==> src/spq_pkg.sv <==
// Shared types and operation codes for the sorted priority queue.
`timescale 1ns / 1ps

package spq_pkg;

   localparam int TagWidth  = 16;
   localparam int PrioWidth = 32;
   localparam int OccWidth  = 5;

   localparam logic [1:0] KIND_INSERT = 2'd0;
   localparam logic [1:0] KIND_POP    = 2'd1;
   localparam logic [1:0] KIND_TOP    = 2'd2;

   typedef struct packed {
      logic [1:0]                  kind;
      logic signed [PrioWidth-1:0] prio;
      logic [TagWidth-1:0]         tag;
   } req_type;

   typedef struct packed {
      logic [TagWidth-1:0] head_tag;
      logic                head_valid;
      logic                overflow;
      logic [OccWidth-1:0] occupancy;
   } rsp_type;

   typedef struct packed {
      logic signed [PrioWidth-1:0] prio;
      logic [TagWidth-1:0]         tag;
   } entry_type;

   // Broadcast from the top level to every cell in the chain.
   typedef struct packed {
      logic                        ins;
      logic                        pop;
      logic signed [PrioWidth-1:0] prio;
      logic [TagWidth-1:0]         tag;
   } ctrl_type;

endpackage

==> src/spq_cell.sv <==
// One slot of the sorted chain: holds an entry and shifts with its neighbors.
`timescale 1ns / 1ps

module spq_cell
   import spq_pkg::*;
(
   input  logic      clock,
   input  ctrl_type  ctrl,
   input  logic      occupied,
   input  logic      prev_lower,
   input  entry_type prev_entry,
   input  entry_type next_entry,
   output logic      lower,
   output entry_type entry
);

   entry_type entry_ff;
   entry_type entry_in;

   // Strictly lower priority, or empty: the new entry belongs at or before this slot.
   assign lower = !occupied || ($signed(entry_ff.prio) < $signed(ctrl.prio));

   always_comb begin
      entry_in = entry_ff;
      if (ctrl.ins) begin
         if (lower && !prev_lower) begin
            entry_in.prio = ctrl.prio;
            entry_in.tag  = ctrl.tag;
         end else if (lower) begin
            entry_in = prev_entry;
         end
      end else if (ctrl.pop) begin
         entry_in = next_entry;
      end
   end

   always_ff @(posedge clock) begin
      entry_ff <= entry_in;
   end

   assign entry = entry_ff;

endmodule

==> src/sorted_priority_queue_core.sv <==
// Sorted priority queue built as a chain of shifting cells.
// Result: registered, valid in the cycle after the transaction is accepted.
// Throughput: one insert, pop or top transaction per cycle while no result is held by rsp_stall; every cell
// decides locally from the broadcast and its neighbors, so no search loop.
// Reset: synchronous, active high; clears the entry count and the result valid.
// Cell contents are not cleared; slots at or above the count never reach the result.
`timescale 1ns / 1ps

module sorted_priority_queue_core
   import spq_pkg::*;
#(
   parameter int DEPTH = 16
)
(
   input  logic    clock,
   input  logic    reset,
   input  logic    req_valid,
   output logic    req_stall,
   input  req_type req_data,
   output logic    rsp_valid,
   input  logic    rsp_stall,
   output rsp_type rsp_data
);

   localparam int CountWidth = $clog2(DEPTH + 1);

   logic [CountWidth-1:0] count_ff;
   logic [CountWidth-1:0] count_in;
   logic                  rsp_valid_ff;
   logic                  rsp_valid_in;
   rsp_type               rsp_data_ff;
   rsp_type               rsp_data_in;

   logic      accept;
   logic      full;
   logic      is_insert;
   logic      is_pop;
   ctrl_type  ctrl;
   logic [31:0] count_ext;

   logic      lower     [DEPTH];
   entry_type cell_data [DEPTH];

   // Hold the request whenever a finished result still waits downstream.
   assign req_stall = rsp_valid_ff && rsp_stall;
   assign accept    = req_valid && !req_stall;

   assign full      = (count_ff == CountWidth'(DEPTH));
   assign is_insert = (req_data.kind == KIND_INSERT);
   assign is_pop    = (req_data.kind == KIND_POP);

   // Broadcast the operation; drop inserts into a full queue and pops from an empty one.
   always_comb begin
      ctrl.ins  = accept && is_insert && !full;
      ctrl.pop  = accept && is_pop && (count_ff != '0);
      ctrl.prio = req_data.prio;
      ctrl.tag  = req_data.tag;
   end

   // Cell chain: each cell sees its left neighbor for inserts and its right for pops.
   for (genvar i = 0; i < DEPTH; i++) begin : g_cell
      logic      prev_lower_w;
      entry_type prev_entry_w;
      entry_type next_entry_w;

      if (i == 0) begin : g_first
         assign prev_lower_w = 1'b0;
         assign prev_entry_w = '0;
      end else begin : g_mid
         assign prev_lower_w = lower[i-1];
         assign prev_entry_w = cell_data[i-1];
      end

      if (i == DEPTH - 1) begin : g_last
         assign next_entry_w = '0;
      end else begin : g_body
         assign next_entry_w = cell_data[i+1];
      end

      spq_cell u_cell (
         .clock      (clock),
         .ctrl       (ctrl),
         .occupied   (CountWidth'(i) < count_ff),
         .prev_lower (prev_lower_w),
         .prev_entry (prev_entry_w),
         .next_entry (next_entry_w),
         .lower      (lower[i]),
         .entry      (cell_data[i])
      );
   end

   // Advance the count with the chain.
   always_comb begin
      count_in = count_ff;
      if (ctrl.ins) begin
         count_in = count_ff + CountWidth'(1);
      end else if (ctrl.pop) begin
         count_in = count_ff - CountWidth'(1);
      end
   end

   assign count_ext = 32'(count_in);

   // Build the result from the head as it stands after this transaction.
   always_comb begin
      rsp_data_in            = rsp_data_ff;
      rsp_data_in.head_valid = (count_in != '0);
      rsp_data_in.overflow   = accept && is_insert && full;
      rsp_data_in.occupancy  = count_ext[OccWidth-1:0];
      if (count_in == '0) begin
         rsp_data_in.head_tag = '0;
      end else if (ctrl.ins && lower[0]) begin
         rsp_data_in.head_tag = req_data.tag;
      end else if (ctrl.pop) begin
         rsp_data_in.head_tag = cell_data[1].tag;
      end else begin
         rsp_data_in.head_tag = cell_data[0].tag;
      end
   end

   always_comb begin
      rsp_valid_in = rsp_valid_ff;
      if (accept) begin
         rsp_valid_in = 1'b1;
      end else if (!rsp_stall) begin
         rsp_valid_in = 1'b0;
      end
   end

   always_ff @(posedge clock) begin
      if (reset) begin
         count_ff     <= '0;
         rsp_valid_ff <= 1'b0;
      end else begin
         count_ff     <= count_in;
         rsp_valid_ff <= rsp_valid_in;
      end
   end

   always_ff @(posedge clock) begin
      if (accept) begin
         rsp_data_ff <= rsp_data_in;
      end
   end

   assign rsp_valid = rsp_valid_ff;
   assign rsp_data  = rsp_data_ff;

endmodule
==> config.mk <==
export PLATFORM = sky130hd
export DESIGN_NAME = sorted_priority_queue_core
export DESIGN_NICKNAME = d
export VERILOG_FILES = /design/src/spq_pkg.sv /design/src/spq_cell.sv /design/src/sorted_priority_queue_core.sv
export SDC_FILE = /design/constraint.sdc
export NUM_CORES = 2
export LEC_CHECK = 0
export ABC_AREA = 1
export BUFFER_PORTS_ARGS = -buffer_cell sky130_fd_sc_hd__buf_2
export CAP_MARGIN = 25
export CORE_ASPECT_RATIO = 0.7
export CORE_MARGIN = 10
export CORE_UTILIZATION = 30
export CTS_BUF_LIST = sky130_fd_sc_hd__clkbuf_8 sky130_fd_sc_hd__clkbuf_16
export CTS_CLUSTER_SIZE = 20
export DETAILED_ROUTE_END_ITERATION = 12
export HOLD_SLACK_MARGIN = 0.08
export MAX_ROUTING_LAYER = met4
export PLACE_DENSITY_LB_ADDON = 0.25
export SYNTH_ARGS = -nofsm -noshare
export SYNTH_HDL_FRONTEND = slang
export SYNTH_SLANG_ARGS = --single-unit
==> constraint.sdc <==
create_clock -name clock -period 8.2 [get_ports clock]
set_input_delay 1.64 -clock clock [delete_from_list [all_inputs] [get_ports clock]]
set_output_delay 1.64 -clock clock [all_outputs]
set_load 0.005 [all_outputs]
==> impl_metrics.yaml <==
outcome:
  outcome: "completed"
sta:
  slew_headroom_pct: 21.9
  max_clock_freq_mhz: 183
  drv_slew: 0
  rsz0062_at_grt: "false"
  worst_slew_pin_slew_ns: 1.17
  min_period_over_period_pct: 66.7
  hold_viol: 0
  timing.setup.tns_ns: 0
  skew_ns: 0.0300
  period_needed_ns: 5.47
  setup_viol: 0
min_path:
  hp-class: "reg -> reg"
grt:
  grt_pass1_vias: 45100
  grt_pass1_wl_um: 276000
  met1_usage_pct: 27.1
  met2_usage_pct: 21.8
  track_usage_pct: 16.9
  top_usage_layer: "met1"
  use_met3_pct: 2.92
  antenna_found_initial: 5
  grt_overflow: 0
  grt_max_degree: 224
finish:
  fill_cells: 20100
  fin_area_um2: 62200
  multi_input_area_um2: 27300
  drive_gt1_share_pct: 5.21
  synthToLayoutAreaGrowth_pct: 10.4
  regArea_um2: 23900
  final_nets: 7864
worst_setup_path:
  crit_type: "in -> reg"
  worst_path_max_delay_cell: "nor4_1"
  slowest_delay_ns: 0.58
  cp_num_buf_inv: 5
  crit_top_cell: "nand2_1"
  cp-start-kind: "primary input"
  critPathArrivalTime_ns: 6.05
  cp-end-kind: "flop"
  path_cells: "buf_2 -> clkinv_1 -> buf_4 -> ha_1 -> nand2_1 -> nor4_1 -> and3_1 -> nand2_1 -> nand3_1 -> nand2_1 -> nor2_4 -> buf_4 -> nand2_2 -> buf_12 -> nand2_1 -> nand3_1 -> nand2_1"
  path_delay_family: "simple AND/OR/NAND/NOR gates"
  critPathMaxFanout: 49
  cp.required_ns: 8.77
job:
  drv_cap: 0
drt:
  drt_iter0_markers: 4629
  ant_nets: 0
  wl_per_cell_um: 17.8
  wirelength_um: 175000
  dr.pass1.iters: 8
  viasPerCell: 4.84
  via_count: 47900
  post-route-drc-count: 0
floorplan:
  core-area_um2: 187000
  die_y_um: 383
  die_x_um: 538
  start_util_pct: 30.1
  num_io_pins: 79
  fp-row-count: 133
  die-area_um2: 206000
synthesis:
  ys.flop_type: "edfxtp_1"
  synth_cell_types: 37
  seq_area_frac_synth_pct: 42.3
  ys_top_cells_by_count: "nand2_1, nand3_1, inv_1"
  post-synth-top-area-cell: "edfxtp_1"
  syn_inst: 7470
  synthArstFlopShare_pct: 0
  synth_area_um2: 56400
  syn_avg_cell_area_um2: 7.55
  synth_edf_count: 791
  ys_seq_elements: 797
  synth_top_area_share_pct: 42.1
  yosys_warnings: 0
  ys_top_cells_by_area: "edfxtp_1, nand2_1, nand3_1, ha_1, inv_1"
  syn_nets: 8023
  synth.most_common_cell: "nand2_1"
clock_network:
  ctsHtreeMaxLevel: 3
  cts.sinks: 797
  post-cts-setup-buffer-count: 0
  cts_buffer_depth: 3
  clock_latency_ns: 0.72
  cts_resized: 0
  tritoncts: "yes"
  holdBufCountCts: 0
  clk_pin_slew_worst_paths_ns: 0.06
  root_buffer: "clkbuf_16"
  numCtsBuffers: 92
placement:
  hpwl_um: 125000
  routabilityCongestion: 0.822
  placed_cell_area_um2: 59100
  io_buffers: 78
power:
  peakVddDrop_uv: 148
  cellPowerDensity_nw_per_um2: 173
  p_leak_nw: 29.7
## sequential cells by signal, indices dropped and copies added (netlist names)
| name | count |
|---|---|
| rsp_valid | 1 |
| g_cell.u_cell.entry | 768 |
| count_ff | 5 |
| rsp_data | 23 |
## where the power goes
part	switching, W	internal, W	total [W]
Combinational	0.00113	0.000514	0.00165
Sequential	0.000157	0.00476	0.00491
Clock	0.00185	0.00236	0.00421
Total	0.00314	0.00763	0.0108
## kinds of logic (layout without fill, tap and decap cells)
group	after synthesis	count (layout)	share of synthesized area (%)
compound gates	452	452	4.21
xor+xnor	3	3	0.0466
fa+ha+maj	499	499	11.1
buf+inv	1325	1240	9.43
flops	797	797	42.3
other cells	0	2	0
simple gates	4394	4394	32.9
## metal layers
metal / up-vias / wire [um]
met2: 1423 / 66400
li1: 24300 / -
met4: 0 / 2630
met1: 22000 / 93700
met3: 144 / 12700
met5: - / 0
## layout by cell type, fill, tap and decap left out, types with 20 or more instances in the layout
cell	count
ha_1	499
nand2_1	2593
nand4_1	43
nand3_1	1444
inv_1	843
edfxtp_1	791
buf_2	78
o21ai_0	158
buf_4	92
a21oi_1	243
clkinv_1	49
inv_2	20
clkbuf_16	95
buf_12	22
nor2_1	246
## worst paths after layout
check / from / to / slack, ns / cells past startpoint
setup / recovery: req_data[46] / g_cell[2].u_cell.entry[13]$_DFFE_PP_ / 2.73 / 17
hold / removal: g_cell[15].u_cell.entry[3]$_SDFFCE_PN0P_ / g_cell[14].u_cell.entry[3]$_DFFE_PP_ / 0.49 / 2
setup reg to reg: count_ff[4]$_SDFF_PP0_ / g_cell[2].u_cell.entry[13]$_DFFE_PP_ / 4.07 / 14
hold reg to reg: g_cell[15].u_cell.entry[3]$_SDFFCE_PN0P_ / g_cell[14].u_cell.entry[3]$_DFFE_PP_ / 0.49 / 2
## stage by stage
| stage | setup WS, ns | util [%] | instances | hold WS [ns] | power, W |
|---|---|---|---|---|---|
| floorplan | 2.82 | - | 7470 | 0.489 | 0.00607 |
| detailed placement | 1.79 | 31.5 | 9706 | 0.501 | 0.00664 |
| global route | 2.56 | 33.2 | 9883 | 0.531 | 0.0113 |
| global placement | 1.86 | 31.4 | 9694 | 0.492 | 0.00658 |
| finish | 2.73 | 33.2 | 9884 | 0.493 | 0.0108 |
| CTS | 2.55 | 33.1 | 9874 | 0.499 | 0.0109 |
## worst min-delay path, cell delays in order, from the launching register on
cell	delay (ns)
edfxtp_1	0.32
nand2_1	0.05
nand2_1	0.05
## cell type report
class	count	share of cell area (%)
multi-input combinational	5348	43.9
sequential	797	38.4
inverter	875	5.29
tap	2497	5.02
clock buffer	97	3.86
timing repair buffer	197	2.67
clock inverter	71	0.870
antenna	2	0.00804
Power figures use the tool's default switching activity.
